File: config.mk
export PLATFORM = sky130hd
export DESIGN_NAME = can_bit_timing_search_core_flat
export DESIGN_NICKNAME = d
export VERILOG_FILES = /design/src/rtl/cbts_pkg.sv /design/src/rtl/cbts_if.sv /design/src/rtl/cbts_divider.sv /design/src/rtl/can_bit_timing_search_core.sv /design/src/flat_wrapper.sv
export SDC_FILE = /design/constraint.sdc
export NUM_CORES = 2
export LEC_CHECK = 0
export ABC_CLOCK_PERIOD_IN_PS = 19000
export BUFFER_PORTS_ARGS = -buffer_cell sky130_fd_sc_hd__buf_4
export CAP_MARGIN = 40
export CORE_MARGIN = 2
export CORE_UTILIZATION = 30
export DETAILED_ROUTE_END_ITERATION = 8
export SLEW_MARGIN = 20
export SYNTH_ARGS = -nofsm -noshare
export SYNTH_HDL_FRONTEND = slang
export SYNTH_SLANG_ARGS = --single-unit
File: constraint.sdc
create_clock -name clk -period 19 [get_ports clk]
set_input_delay 1.9 -clock clk [delete_from_list [all_inputs] [get_ports clk]]
set_output_delay 1.9 -clock clk [all_outputs]
set_load 0.02 [all_outputs]
File: src/rtl/cbts_pkg.sv
// Shared widths, defaults, constants and the divider command type for the CAN bit
// timing search block. Depends on nothing; every other file imports it.
`default_nettype none

package cbts_pkg;

    // Field widths fixed by the interface
    localparam int unsigned CLK_W   = 28;
    localparam int unsigned RATE_W  = 20;
    localparam int unsigned TOL_W   = 20;
    localparam int unsigned PPM_W   = 20;
    localparam int unsigned PRESC_W = 8;
    localparam int unsigned SEG1_W  = 5;
    localparam int unsigned SEG2_W  = 4;
    localparam int unsigned SJW_W   = 3;
    localparam int unsigned SPP_W   = 7;
    localparam int unsigned FLAGS_W = 9;

    // Defaults for the top-level parameters
    localparam int unsigned MAX_QUANTA_DEF   = 25;
    localparam int unsigned MIN_QUANTA_DEF   = 3;
    localparam int unsigned MAX_PRESCALE_DEF = 128;

    // Source clock after reset
    localparam logic [CLK_W-1:0] CLK_RESET = 28'd80000000;

    // Timing rules
    localparam int unsigned SEG1_MAX          = 16;
    localparam int unsigned SEG2_MAX          = 8;
    localparam int unsigned SJW_MAX           = 4;
    localparam int unsigned SJW_LONG          = 4;
    localparam int unsigned SJW_SHORT         = 3;
    localparam int unsigned SJW_SEG2_LIMIT    = 4;
    localparam int unsigned TRIPLE_RATE_LIMIT = 125000;
    localparam int unsigned PERCENT           = 100;

    // One million is 15625 shifted left by six
    localparam int unsigned PPM_SCALE = 1000000;
    localparam int unsigned PPM_MANT  = 15625;
    localparam int unsigned PPM_MANT_W = 14;
    localparam int unsigned PPM_SHIFT = 6;

    // Division of a small count by five: multiply by 205, shift by ten
    localparam int unsigned DIV5_MUL   = 205;
    localparam int unsigned DIV5_SHIFT = 10;

    // Flag bit positions
    localparam int unsigned FLAG_P_LOW     = 0;
    localparam int unsigned FLAG_P_HIGH    = 1;
    localparam int unsigned FLAG_S1_ZERO   = 2;
    localparam int unsigned FLAG_S1_TRIPLE = 3;
    localparam int unsigned FLAG_S1_HIGH   = 4;
    localparam int unsigned FLAG_S2_ZERO   = 5;
    localparam int unsigned FLAG_S2_HIGH   = 6;
    localparam int unsigned FLAG_SJW_ZERO  = 7;
    localparam int unsigned FLAG_SJW_HIGH  = 8;

    // Width of the divider step count
    localparam int unsigned NB_W = 6;

    // Command to the shared divider
    typedef struct packed {
        logic            start;
        logic [NB_W-1:0] nbits;
    } div_ctrl_t;

endpackage

`default_nettype wire

File: src/rtl/cbts_if.sv
// Request and result channel interfaces of the CAN bit timing search block.
// Depends on cbts_pkg for the field widths.
`default_nettype none

interface cbts_in_if;
    import cbts_pkg::*;

    logic              valid;
    logic              ready;
    logic [RATE_W-1:0] desired_bit_rate;
    logic [TOL_W-1:0]  tolerance_ppm;

    modport source (output valid, output desired_bit_rate, output tolerance_ppm, input ready);
    modport sink   (input valid, input desired_bit_rate, input tolerance_ppm, output ready);
endinterface

interface cbts_out_if;
    import cbts_pkg::*;

    logic               valid;
    logic               ready;
    logic [PRESC_W-1:0] prescaler;
    logic [SEG1_W-1:0]  segment_one;
    logic [SEG2_W-1:0]  segment_two;
    logic [SJW_W-1:0]   jump_width;
    logic               triple_sample;
    logic               within_tolerance;
    logic [CLK_W-1:0]   actual_rate;
    logic               exact_match;
    logic [PPM_W-1:0]   error_ppm;
    logic [SPP_W-1:0]   sample_point_percent;
    logic [FLAGS_W-1:0] consistency_flags;

    modport source (
        output valid, output prescaler, output segment_one, output segment_two,
        output jump_width, output triple_sample, output within_tolerance,
        output actual_rate, output exact_match, output error_ppm,
        output sample_point_percent, output consistency_flags, input ready
    );
    modport sink (
        input valid, input prescaler, input segment_one, input segment_two,
        input jump_width, input triple_sample, input within_tolerance,
        input actual_rate, input exact_match, input error_ppm,
        input sample_point_percent, input consistency_flags, output ready
    );
endinterface

`default_nettype wire

File: src/rtl/cbts_divider.sv
// Shared restoring shift-subtract divider, one quotient bit per cycle.
// Depends on cbts_pkg for the command struct.
`default_nettype none

module cbts_divider #(
    parameter int unsigned RW = 64,
    parameter int unsigned QO = 28
) (
    input  wire logic                clk,
    input  wire logic                rst_n,
    input  wire cbts_pkg::div_ctrl_t ctrl,
    input  wire logic [RW-1:0]       dividend,
    input  wire logic [RW-1:0]       divisor,
    output logic                     done,
    output logic [QO-1:0]            quotient,
    output logic [RW-1:0]            remainder
);
    import cbts_pkg::*;

    logic [RW-1:0]   rem_reg;
    logic [RW-1:0]   dsh_reg;
    logic [QO-1:0]   quot_reg;
    logic [NB_W-1:0] cnt_reg;
    logic            busy_reg;
    logic            done_reg;
    logic            fits;
    logic [RW-1:0]   rem_sub;

    // One trial subtraction of the shifted divisor
    always_comb
    begin
        fits    = (rem_reg >= dsh_reg);
        rem_sub = rem_reg - dsh_reg;
    end

    // Step counter and completion pulse
    always_ff @(posedge clk or negedge rst_n)
    begin
        if (!rst_n)
        begin
            busy_reg <= 1'b0;
            done_reg <= 1'b0;
            cnt_reg  <= '0;
        end
        else if (ctrl.start)
        begin
            busy_reg <= 1'b1;
            done_reg <= 1'b0;
            cnt_reg  <= ctrl.nbits;
        end
        else if (busy_reg)
        begin
            cnt_reg <= cnt_reg - NB_W'(1);
            if (cnt_reg == NB_W'(1))
            begin
                busy_reg <= 1'b0;
                done_reg <= 1'b1;
            end
        end
        else
        begin
            done_reg <= 1'b0;
        end
    end

    // Partial remainder, divisor and quotient registers
    always_ff @(posedge clk)
    begin
        if (ctrl.start)
        begin
            rem_reg  <= dividend;
            dsh_reg  <= divisor;
            quot_reg <= '0;
        end
        else if (busy_reg)
        begin
            rem_reg  <= fits ? rem_sub : rem_reg;
            dsh_reg  <= dsh_reg >> 1;
            quot_reg <= {quot_reg[QO-2:0], fits};
        end
    end

    assign done      = done_reg;
    assign quotient  = quot_reg;
    assign remainder = rem_reg;

endmodule

`default_nettype wire

File: src/rtl/can_bit_timing_search_core.sv
// CAN bit timing search: one result per request, worked out by a sequencer
// around one shared divider. Depends on cbts_pkg, cbts_if and cbts_divider.
//
// A request is taken only while the block is idle. Each quantum count from
// MAX_QUANTA down costs one multiply, one range check, a divide with PW+1
// quotient bits (PW = bits of MAX_PRESCALE), one wait and one compare, and
// the closing figures cost divides for the actual rate, the error in ppm
// (skipped when it saturates) and the sample point. The divider yields one
// quotient bit a cycle. A finished result sits in an output register, so the
// next request may be taken while it waits to be collected. The source clock
// register must be written only while no request is in progress; the block
// itself does not enforce this.
`default_nettype none

module can_bit_timing_search_core #(
    parameter int unsigned MAX_QUANTA   = cbts_pkg::MAX_QUANTA_DEF,
    parameter int unsigned MIN_QUANTA   = cbts_pkg::MIN_QUANTA_DEF,
    parameter int unsigned MAX_PRESCALE = cbts_pkg::MAX_PRESCALE_DEF
) (
    input  wire logic                       clk,
    input  wire logic                       rst_n,
    input  wire logic                       cfg_wr_en,
    input  wire logic [cbts_pkg::CLK_W-1:0] cfg_wr_data,
    cbts_in_if.sink                         req,
    cbts_out_if.source                      rsp
);
    import cbts_pkg::*;

    localparam int unsigned QW     = $clog2(MAX_QUANTA + 1);
    localparam int unsigned PW     = $clog2(MAX_PRESCALE + 1);
    localparam int unsigned QB     = PW + 1;
    localparam int unsigned SW     = (QW > SEG1_W) ? QW : SEG1_W;
    localparam int unsigned RQ_W   = RATE_W + QW;
    localparam int unsigned W_W    = RQ_W + PW;
    localparam int unsigned DIFF_W = (W_W > CLK_W) ? W_W : CLK_W;
    localparam int unsigned NUM_W  = DIFF_W + PPM_MANT_W + PPM_SHIFT;
    localparam int unsigned RW     = NUM_W;
    localparam int unsigned PQ_W   = PW + QW;
    localparam int unsigned PT_W   = PW + TOL_W;
    localparam int unsigned WT_W   = RQ_W + PT_W;
    localparam int unsigned SPN_W  = SW + SPP_W;

    localparam logic [QW-1:0] MAX_Q  = QW'(MAX_QUANTA);
    localparam logic [QW-1:0] MIN_Q  = QW'(MIN_QUANTA);
    localparam logic [PW-1:0] MAX_P  = PW'(MAX_PRESCALE);
    localparam logic [QB-1:0] MAX_PQ = QB'(MAX_PRESCALE);
    localparam logic [QB-1:0] TWO_PQ = QB'(2);

    // Sequencer states
    typedef enum logic [11:0] {
        S_IDLE = 12'b0000_0000_0001,
        S_MUL  = 12'b0000_0000_0010,
        S_CHK  = 12'b0000_0000_0100,
        S_SRCH = 12'b0000_0000_1000,
        S_EVAL = 12'b0000_0001_0000,
        S_SEG  = 12'b0000_0010_0000,
        S_PROD = 12'b0000_0100_0000,
        S_CMP  = 12'b0000_1000_0000,
        S_ACT  = 12'b0001_0000_0000,
        S_PPM  = 12'b0010_0000_0000,
        S_SPP  = 12'b0100_0000_0000,
        S_DONE = 12'b1000_0000_0000
    } state_t;

    state_t state_reg, state_next;

    logic [CLK_W-1:0]  clk_cfg_reg;
    logic [RATE_W-1:0] rate_reg;
    logic [TOL_W-1:0]  tol_reg;
    logic [QW-1:0]     q_reg;
    logic [RQ_W-1:0]   rq_reg;
    logic [PW-1:0]     best_p_reg;
    logic [QW-1:0]     best_q_reg;
    logic [RQ_W-1:0]   best_rq_reg;
    logic [RQ_W-1:0]   best_err_reg;
    logic              found_reg;
    logic [SW-1:0]     seg1_reg;
    logic [SW-1:0]     seg2_reg;
    logic [SJW_W-1:0]  sjw_reg;
    logic              triple_reg;
    logic [W_W-1:0]    w_reg;
    logic [PT_W-1:0]   pt_reg;
    logic [PQ_W-1:0]   pq_reg;
    logic [DIFF_W-1:0] diff_reg;
    logic [WT_W-1:0]   wt_reg;
    logic [NUM_W-1:0]  num_reg;
    logic              exact_reg;
    logic              within_reg;
    logic [CLK_W-1:0]  actual_reg;
    logic [PPM_W-1:0]  ppm_reg;
    logic [SPP_W-1:0]  spp_reg;
    logic              out_valid_reg;

    logic [PRESC_W-1:0] o_presc_reg;
    logic [SEG1_W-1:0]  o_seg1_reg;
    logic [SEG2_W-1:0]  o_seg2_reg;
    logic [SJW_W-1:0]   o_sjw_reg;
    logic               o_triple_reg;
    logic               o_within_reg;
    logic [CLK_W-1:0]   o_actual_reg;
    logic               o_exact_reg;
    logic [PPM_W-1:0]   o_ppm_reg;
    logic [SPP_W-1:0]   o_spp_reg;
    logic [FLAGS_W-1:0] o_flags_reg;

    // Divider connections
    div_ctrl_t     div_ctrl;
    logic [RW-1:0] div_dividend;
    logic [RW-1:0] div_divisor;
    logic          div_done;
    logic [CLK_W-1:0] div_quot;
    logic [RW-1:0] div_rem;

    logic accept;
    logic overflow;
    logic [QB-1:0]   p_cur;
    logic [RQ_W-1:0] e_low;
    logic [RQ_W-1:0] e_high;
    logic            take_low;
    logic            take_high;
    logic [RQ_W-1:0] err_mid;
    logic            found_mid;
    logic [QB-1:0]   p_plus;

    logic [QW+7:0] q_mul5;
    logic [SW-1:0] seg2_a;
    logic [SW-1:0] seg2_b;
    logic [SW-1:0] seg1_a;
    logic [SW-1:0] seg1_c;
    logic [SW-1:0] seg2_c;
    logic          triple_c;
    logic [SJW_W-1:0] sjw_c;

    logic              ppm_sat;
    logic [SPN_W-1:0]  sp_num;
    logic              out_free;
    logic [FLAGS_W-1:0] flags_c;
    logic [31:0]       p_wide;
    logic [31:0]       s1_wide;
    logic [31:0]       s2_wide;

    assign accept    = req.valid && req.ready;
    assign req.ready = (state_reg == S_IDLE);
    assign out_free  = !out_valid_reg || rsp.ready;

    // Quotient too large for the prescaler range: stop the search
    assign overflow = (RW'(clk_cfg_reg) >= (RW'(rq_reg) << QB));

    // Candidate selection for one quantum count; remainder is the low error
    always_comb
    begin
        p_cur     = div_quot[QB-1:0];
        p_plus    = p_cur + QB'(1);
        e_low     = div_rem[RQ_W-1:0];
        e_high    = rq_reg - e_low;
        take_low  = (p_cur > TWO_PQ) && (!found_reg || (e_low < best_err_reg));
        err_mid   = take_low ? e_low : best_err_reg;
        found_mid = found_reg || take_low;
        take_high = (p_cur < MAX_PQ) && (!found_mid || (e_high < err_mid));
    end

    // Segment split from the chosen quantum count
    always_comb
    begin
        q_mul5 = (QW+8)'(best_q_reg) * (QW+8)'(DIV5_MUL);
        seg2_a = SW'(q_mul5 >> DIV5_SHIFT);
        if (seg2_a == '0)
        begin
            seg2_b = SW'(1);
        end
        else if (seg2_a > SW'(SEG2_MAX))
        begin
            seg2_b = SW'(SEG2_MAX);
        end
        else
        begin
            seg2_b = seg2_a;
        end
        seg1_a = SW'(best_q_reg) - seg2_b - SW'(1);
        if (seg1_a > SW'(SEG1_MAX))
        begin
            seg2_c = seg2_b + seg1_a - SW'(SEG1_MAX);
            seg1_c = SW'(SEG1_MAX);
        end
        else
        begin
            seg2_c = seg2_b;
            seg1_c = seg1_a;
        end
        sjw_c    = (seg2_c > SW'(SJW_SEG2_LIMIT)) ? SJW_W'(SJW_LONG) : SJW_W'(SJW_SHORT);
        triple_c = (rate_reg <= RATE_W'(TRIPLE_RATE_LIMIT)) && (seg1_c >= SW'(2));
    end

    // Error saturates once the difference reaches the nominal product
    assign ppm_sat = (diff_reg >= DIFF_W'(w_reg));
    assign sp_num  = (SPN_W'(seg1_reg) + SPN_W'(1) - SPN_W'(triple_reg)) * SPN_W'(PERCENT);

    // Divider command and operand selection
    always_comb
    begin
        div_ctrl.start = 1'b0;
        div_ctrl.nbits = NB_W'(QB);
        div_dividend   = RW'(clk_cfg_reg);
        div_divisor    = RW'(rq_reg) << (QB - 1);
        case (state_reg)
            S_CHK:
            begin
                div_ctrl.start = !overflow;
            end
            S_CMP:
            begin
                div_ctrl.start = 1'b1;
                div_ctrl.nbits = NB_W'(CLK_W);
                div_divisor    = RW'(pq_reg) << (CLK_W - 1);
            end
            S_ACT:
            begin
                div_ctrl.start = div_done;
                if (ppm_sat)
                begin
                    div_ctrl.nbits = NB_W'(SPP_W);
                    div_dividend   = RW'(sp_num);
                    div_divisor    = RW'(best_q_reg) << (SPP_W - 1);
                end
                else
                begin
                    div_ctrl.nbits = NB_W'(PPM_W);
                    div_dividend   = RW'(num_reg);
                    div_divisor    = RW'(w_reg) << (PPM_W - 1);
                end
            end
            S_PPM:
            begin
                div_ctrl.start = div_done;
                div_ctrl.nbits = NB_W'(SPP_W);
                div_dividend   = RW'(sp_num);
                div_divisor    = RW'(best_q_reg) << (SPP_W - 1);
            end
            default:
            begin
                div_ctrl.start = 1'b0;
            end
        endcase
    end

    cbts_divider #(
        .RW (RW),
        .QO (CLK_W)
    ) u_cbts_divider (
        .clk       (clk),
        .rst_n     (rst_n),
        .ctrl      (div_ctrl),
        .dividend  (div_dividend),
        .divisor   (div_divisor),
        .done      (div_done),
        .quotient  (div_quot),
        .remainder (div_rem)
    );

    // Sequencer next state
    always_comb
    begin
        state_next = state_reg;
        case (state_reg)
            S_IDLE:
            begin
                if (accept)
                begin
                    state_next = (req.desired_bit_rate == '0) ? S_SEG : S_MUL;
                end
            end
            S_MUL:
            begin
                state_next = S_CHK;
            end
            S_CHK:
            begin
                state_next = overflow ? S_SEG : S_SRCH;
            end
            S_SRCH:
            begin
                if (div_done)
                begin
                    state_next = S_EVAL;
                end
            end
            S_EVAL:
            begin
                if ((p_cur > MAX_PQ) || (q_reg == MIN_Q))
                begin
                    state_next = S_SEG;
                end
                else
                begin
                    state_next = S_MUL;
                end
            end
            S_SEG:
            begin
                state_next = S_PROD;
            end
            S_PROD:
            begin
                state_next = S_CMP;
            end
            S_CMP:
            begin
                state_next = S_ACT;
            end
            S_ACT:
            begin
                if (div_done)
                begin
                    state_next = ppm_sat ? S_SPP : S_PPM;
                end
            end
            S_PPM:
            begin
                if (div_done)
                begin
                    state_next = S_SPP;
                end
            end
            S_SPP:
            begin
                if (div_done)
                begin
                    state_next = S_DONE;
                end
            end
            S_DONE:
            begin
                if (out_free)
                begin
                    state_next = S_IDLE;
                end
            end
            default:
            begin
                state_next = S_IDLE;
            end
        endcase
    end

    // Control registers
    always_ff @(posedge clk or negedge rst_n)
    begin
        if (!rst_n)
        begin
            state_reg     <= S_IDLE;
            clk_cfg_reg   <= CLK_RESET;
            out_valid_reg <= 1'b0;
        end
        else
        begin
            state_reg <= state_next;
            if (cfg_wr_en)
            begin
                clk_cfg_reg <= cfg_wr_data;
            end
            if ((state_reg == S_DONE) && out_free)
            begin
                out_valid_reg <= 1'b1;
            end
            else if (rsp.ready)
            begin
                out_valid_reg <= 1'b0;
            end
        end
    end

    // Search and closing datapath
    always_ff @(posedge clk)
    begin
        case (state_reg)
            S_IDLE:
            begin
                if (accept)
                begin
                    rate_reg    <= req.desired_bit_rate;
                    tol_reg     <= req.tolerance_ppm;
                    q_reg       <= MAX_Q;
                    best_q_reg  <= MAX_Q;
                    best_p_reg  <= MAX_P;
                    best_rq_reg <= RQ_W'(req.desired_bit_rate) * RQ_W'(MAX_Q);
                    found_reg   <= 1'b0;
                end
            end
            S_MUL:
            begin
                rq_reg <= RQ_W'(rate_reg) * RQ_W'(q_reg);
            end
            S_EVAL:
            begin
                if (p_cur <= MAX_PQ)
                begin
                    if (take_high)
                    begin
                        best_err_reg <= e_high;
                        best_p_reg   <= PW'(p_plus);
                        best_q_reg   <= q_reg;
                        best_rq_reg  <= rq_reg;
                    end
                    else if (take_low)
                    begin
                        best_err_reg <= e_low;
                        best_p_reg   <= PW'(p_cur);
                        best_q_reg   <= q_reg;
                        best_rq_reg  <= rq_reg;
                    end
                    found_reg <= found_mid || take_high;
                    q_reg     <= q_reg - QW'(1);
                end
            end
            S_SEG:
            begin
                seg1_reg   <= seg1_c;
                seg2_reg   <= seg2_c;
                sjw_reg    <= sjw_c;
                triple_reg <= triple_c;
                w_reg      <= W_W'(best_rq_reg) * W_W'(best_p_reg);
                pt_reg     <= PT_W'(best_p_reg) * PT_W'(tol_reg);
                pq_reg     <= PQ_W'(best_p_reg) * PQ_W'(best_q_reg);
            end
            S_PROD:
            begin
                if (DIFF_W'(clk_cfg_reg) > DIFF_W'(w_reg))
                begin
                    diff_reg <= DIFF_W'(clk_cfg_reg) - DIFF_W'(w_reg);
                end
                else
                begin
                    diff_reg <= DIFF_W'(w_reg) - DIFF_W'(clk_cfg_reg);
                end
                exact_reg <= (DIFF_W'(clk_cfg_reg) == DIFF_W'(w_reg));
                wt_reg    <= WT_W'(best_rq_reg) * WT_W'(pt_reg);
            end
            S_CMP:
            begin
                num_reg <= (NUM_W'(diff_reg) * NUM_W'(PPM_MANT)) << PPM_SHIFT;
            end
            S_ACT:
            begin
                if (div_done)
                begin
                    actual_reg <= div_quot;
                    within_reg <= (num_reg <= NUM_W'(wt_reg));
                    if (ppm_sat)
                    begin
                        ppm_reg <= PPM_W'(PPM_SCALE);
                    end
                end
            end
            S_PPM:
            begin
                if (div_done)
                begin
                    ppm_reg <= div_quot[PPM_W-1:0];
                end
            end
            S_SPP:
            begin
                if (div_done)
                begin
                    spp_reg <= div_quot[SPP_W-1:0];
                end
            end
            default:
            begin
                rq_reg <= rq_reg;
            end
        endcase
    end

    // Consistency flags; within each group the first matching test wins
    always_comb
    begin
        flags_c = '0;
        flags_c[FLAG_P_LOW]  = (best_p_reg < PW'(2));
        flags_c[FLAG_P_HIGH] = (best_p_reg >= PW'(2)) && (best_p_reg > MAX_P);
        flags_c[FLAG_S1_ZERO] = (seg1_reg == '0);
        flags_c[FLAG_S1_TRIPLE] = (seg1_reg == SW'(1)) && triple_reg;
        flags_c[FLAG_S1_HIGH] = (seg1_reg != '0) && !((seg1_reg == SW'(1)) && triple_reg)
                                && (seg1_reg > SW'(SEG1_MAX));
        flags_c[FLAG_S2_ZERO] = (seg2_reg == '0);
        flags_c[FLAG_S2_HIGH] = (seg2_reg != '0) && (seg2_reg > SW'(SEG2_MAX));
        flags_c[FLAG_SJW_ZERO] = (sjw_reg == '0);
        flags_c[FLAG_SJW_HIGH] = (sjw_reg != '0) && (sjw_reg > SJW_W'(SJW_MAX));
        p_wide  = 32'(best_p_reg);
        s1_wide = 32'(seg1_reg);
        s2_wide = 32'(seg2_reg);
    end

    // Result register, loaded when the slot is free or being emptied
    always_ff @(posedge clk)
    begin
        if ((state_reg == S_DONE) && out_free)
        begin
            o_presc_reg  <= p_wide[PRESC_W-1:0];
            o_seg1_reg   <= s1_wide[SEG1_W-1:0];
            o_seg2_reg   <= s2_wide[SEG2_W-1:0];
            o_sjw_reg    <= sjw_reg;
            o_triple_reg <= triple_reg;
            o_within_reg <= within_reg;
            o_actual_reg <= actual_reg;
            o_exact_reg  <= exact_reg;
            o_ppm_reg    <= ppm_reg;
            o_spp_reg    <= spp_reg;
            o_flags_reg  <= flags_c;
        end
    end

    assign rsp.valid                = out_valid_reg;
    assign rsp.prescaler            = o_presc_reg;
    assign rsp.segment_one          = o_seg1_reg;
    assign rsp.segment_two          = o_seg2_reg;
    assign rsp.jump_width           = o_sjw_reg;
    assign rsp.triple_sample        = o_triple_reg;
    assign rsp.within_tolerance     = o_within_reg;
    assign rsp.actual_rate          = o_actual_reg;
    assign rsp.exact_match          = o_exact_reg;
    assign rsp.error_ppm            = o_ppm_reg;
    assign rsp.sample_point_percent = o_spp_reg;
    assign rsp.consistency_flags    = o_flags_reg;

endmodule

`default_nettype wire

File: src/flat_wrapper.sv
// flat-port wrapper written by rule: the top's interface ports become plain ports
module can_bit_timing_search_core_flat import cbts_pkg::*;
#(
    parameter int unsigned MAX_QUANTA   = cbts_pkg::MAX_QUANTA_DEF,
    parameter int unsigned MIN_QUANTA   = cbts_pkg::MIN_QUANTA_DEF,
    parameter int unsigned MAX_PRESCALE = cbts_pkg::MAX_PRESCALE_DEF
)
  (clk, rst_n, cfg_wr_en, cfg_wr_data, req_valid, req_desired_bit_rate, req_tolerance_ppm, req_ready, rsp_valid, rsp_prescaler, rsp_segment_one, rsp_segment_two, rsp_jump_width, rsp_triple_sample, rsp_within_tolerance, rsp_actual_rate, rsp_exact_match, rsp_error_ppm, rsp_sample_point_percent, rsp_consistency_flags, rsp_ready);
  cbts_in_if req_i ();
  cbts_out_if rsp_i ();
  input  wire logic clk;
  input  wire logic rst_n;
  input  wire logic cfg_wr_en;
  input  wire logic [cbts_pkg::CLK_W-1:0] cfg_wr_data;
  input wire logic [$bits(req_i.valid)-1:0] req_valid;
  input wire logic [$bits(req_i.desired_bit_rate)-1:0] req_desired_bit_rate;
  input wire logic [$bits(req_i.tolerance_ppm)-1:0] req_tolerance_ppm;
  output wire logic [$bits(req_i.ready)-1:0] req_ready;
  output wire logic [$bits(rsp_i.valid)-1:0] rsp_valid;
  output wire logic [$bits(rsp_i.prescaler)-1:0] rsp_prescaler;
  output wire logic [$bits(rsp_i.segment_one)-1:0] rsp_segment_one;
  output wire logic [$bits(rsp_i.segment_two)-1:0] rsp_segment_two;
  output wire logic [$bits(rsp_i.jump_width)-1:0] rsp_jump_width;
  output wire logic [$bits(rsp_i.triple_sample)-1:0] rsp_triple_sample;
  output wire logic [$bits(rsp_i.within_tolerance)-1:0] rsp_within_tolerance;
  output wire logic [$bits(rsp_i.actual_rate)-1:0] rsp_actual_rate;
  output wire logic [$bits(rsp_i.exact_match)-1:0] rsp_exact_match;
  output wire logic [$bits(rsp_i.error_ppm)-1:0] rsp_error_ppm;
  output wire logic [$bits(rsp_i.sample_point_percent)-1:0] rsp_sample_point_percent;
  output wire logic [$bits(rsp_i.consistency_flags)-1:0] rsp_consistency_flags;
  input wire logic [$bits(rsp_i.ready)-1:0] rsp_ready;
  assign req_i.valid = req_valid;
  assign req_i.desired_bit_rate = req_desired_bit_rate;
  assign req_i.tolerance_ppm = req_tolerance_ppm;
  assign req_ready = req_i.ready;
  assign rsp_valid = rsp_i.valid;
  assign rsp_prescaler = rsp_i.prescaler;
  assign rsp_segment_one = rsp_i.segment_one;
  assign rsp_segment_two = rsp_i.segment_two;
  assign rsp_jump_width = rsp_i.jump_width;
  assign rsp_triple_sample = rsp_i.triple_sample;
  assign rsp_within_tolerance = rsp_i.within_tolerance;
  assign rsp_actual_rate = rsp_i.actual_rate;
  assign rsp_exact_match = rsp_i.exact_match;
  assign rsp_error_ppm = rsp_i.error_ppm;
  assign rsp_sample_point_percent = rsp_i.sample_point_percent;
  assign rsp_consistency_flags = rsp_i.consistency_flags;
  assign rsp_i.ready = rsp_ready;
  can_bit_timing_search_core #(.MAX_QUANTA(MAX_QUANTA), .MIN_QUANTA(MIN_QUANTA), .MAX_PRESCALE(MAX_PRESCALE)) u_core (.clk(clk), .rst_n(rst_n), .cfg_wr_en(cfg_wr_en), .cfg_wr_data(cfg_wr_data), .req(req_i), .rsp(rsp_i));
endmodule
==> out/results.ini <==
[outcome]
status = finished, final reports clean

[clock_tree]
htreeDepth = 3
post_cts_buffers = 0
cts_buffer_depth = 3
cts.clk_slew.worst_paths_ns = 0.08
cts_resized = 0
cts.sinks = 679
root_buffer = clkbuf_16
cts_tree = yes
clk_latency_ns = 0.75
numCtsBuffers = 83
hold_buffers = 0

[global_route]
grt_max_degree = 70
grt_overflow = 0
antenna_found_initial = 23
grt_pass1_wl_mm = 379.3
grt_pass1_vias = 62550
grt_usage_pct = 17.20

[timing]
fin_hold_ws_ns = 0.4038
maxSlewViolCount = 0
fin_crit_sh_pct = 40.89
rsz0062_at_grt = no
setup_viol = 0
hold_viol = 0
worst_slew_pin_slew_ns = 1.011
final.setup.tns_ns = 0
layout_min_cycle_time_ns = 7.768
fmax_mhz = 128.7
max_slew_margin_pct = 32.37
skew_ns = 0.05518

[place]
post-dp-hpwl_mm = 195.3
place_inst = 12460
place_congestion = 0.9673
portBuffers = 161

[worst_setup_path]
worstRegToRegCells = 23
worstSetupEndpointType = flip-flop
cp.arrival_ns = 8.22
crit_family = adder cells
cpMaxStageDelayCell = fa_1
path_depth = 23
critPathKind = reg2reg
cp_cell_sequence = buf_4, nand2_1, fa_1, inv_1, fa_1, inv_1, fa_1, fa_1, inv_1, fa_1, fa_1, fa_1, ha_1, a21o_1, a21o_1, a21oi_1, nor2_1, a211oi_1, a31oi_1, a221o_1, a221oi_2, o21bai_1, xor2_1
critPathMostFrequentCell = fa_1
slowest_delay_ns = 0.57
crit_buf_inv = 4
cp_max_fo = 36
required_ns = 19.45
startpoint_type = flip-flop

[synthesis]
synth_area_um2 = 84250
synth-seq-cells = 679
seq_area_frac_synth_pct = 23.59
ys.flop_type = edfxtp_1
synthCells = 8788
ys_types = 104
ys_async_sr_fraction_pct = 7.216
yosysWarnings = 0
syn-mean-instance-area_um2 = 9.587
synth_edf_count = 602
syn_nets = 10850

[routing]
final_antenna_net_count = 0
drt-initial-drc-count = 5264
via_per_inst = 4.952
num_vias = 62510
avgRoutedWirePerCell_um = 19.44
routed_wl_mm = 245.4
route.detailed.drc = 0
firstDrtPassIters = 5

[layout]
final_common_cell = inv_1
nets = 10890
drive_gt1_share_pct = 5.768
area_growth_pct = 10.32
utilization_pct = 33.27
instances_no_fill = 12620
layout_common_cells = inv_1, fa_1, ha_1

[die]
num_rows = 194
core_area_um2 = 279400
num_io_pins = 162
initial_core_util_pct = 30.16
dieArea_um2 = 285100
die_x_um = 533.9
dieHeight_um = 533.9

[worst_hold_path]
hold_path_class = reg2reg
hold_path_depth = 0

[job]
drv_cap = 0

-- kinds of logic (layout without fill, tap and decap cells) --
kind of cell	Yosys count	count (layout)	share of synthesized area [%]
DFF	679	679	23.59
buffers and inverters	1961	2067	8.848
AOI/OAI and AO/OA	1417	1417	10.71
muxes	48	48	0.5851
xor gates and xnor gates	306	306	3.181
other	0	5	0
adders and majority gates	1988	1988	39.14
and+or+nand+nor	2389	2389	13.94
-- layer usage --
layer	up-vias	global-route usage, %	routed length (µm)
met5	-	0	82
met4	10	6.391	10310
met3	415	3.042	17600
met2	1976	26.50	107900
met1	31420	24.01	109500
li1	28690	-	-
-- Yosys cell counts, types with 52 or more instances --
cell type  number  area [µm²]
a21oi_1       453        2267
nor3_1         75       375.4
inv_1        1617        6070
xnor2_1       214        1874
o21bai_1       59       442.9
nor2_1        340        1276
and2_1        606        3791
nand2_1       903        3390
o21ai_0       300        1501
nand4_1        80       500.5
edfxtp_1      602       18080
nand3_1       118       590.6
o21a_1         55       412.9
xor2_1         92       805.8
a21o_1        188        1411
ha_1          909       11370
fa_1         1079       21600
a211oi_1       52       390.4
clkbuf_1      279        1047
-- stage by stage --
| stage | area, µm² | setup WS, ns |
|---|---|---|
| 6_report | 92950 | 11.23 |
| 3_3_place_gp | 89690 | 11.37 |
| 5_1_grt | 92940 | 10.88 |
| 2_1_floorplan | 84250 | 10.71 |
| 3_5_place_dp | 89920 | 11.37 |
| 4_1_cts | 92830 | 11.31 |
-- final timing paths --
kind	start	to	slack, ns
min reg2reg	u_core.actual_reg[13]	u_core.rsp.actual_rate[13]	0.40
min in group asynchronous	rst_n	u_core.rsp.valid	1.03
max reg2reg	u_core.best_rq_reg[4]	u_core.wt_reg[49]	11.23
max in group asynchronous	rst_n	u_core.clk_cfg_reg[18]	17.38
max	u_core.best_rq_reg[4]	u_core.wt_reg[49]	11.23
min	u_core.actual_reg[13]	u_core.rsp.actual_rate[13]	0.40
-- cell type report --
class | instances | area, µm²
well taps | 3724 | 4659
flip-flops and latches | 679 | 19880
clock buffers | 104 | 2237
multi-input cells | 6148 | 57020
clock inverters | 47 | 668.1
inverters | 1620 | 6081
fillers | 28680 | 186400
repair buffers | 296 | 2389
diodes | 5 | 12.51
Power is not shown: default switching activity piles up to over one toggle a cycle in this logic, so the estimate is an artifact.
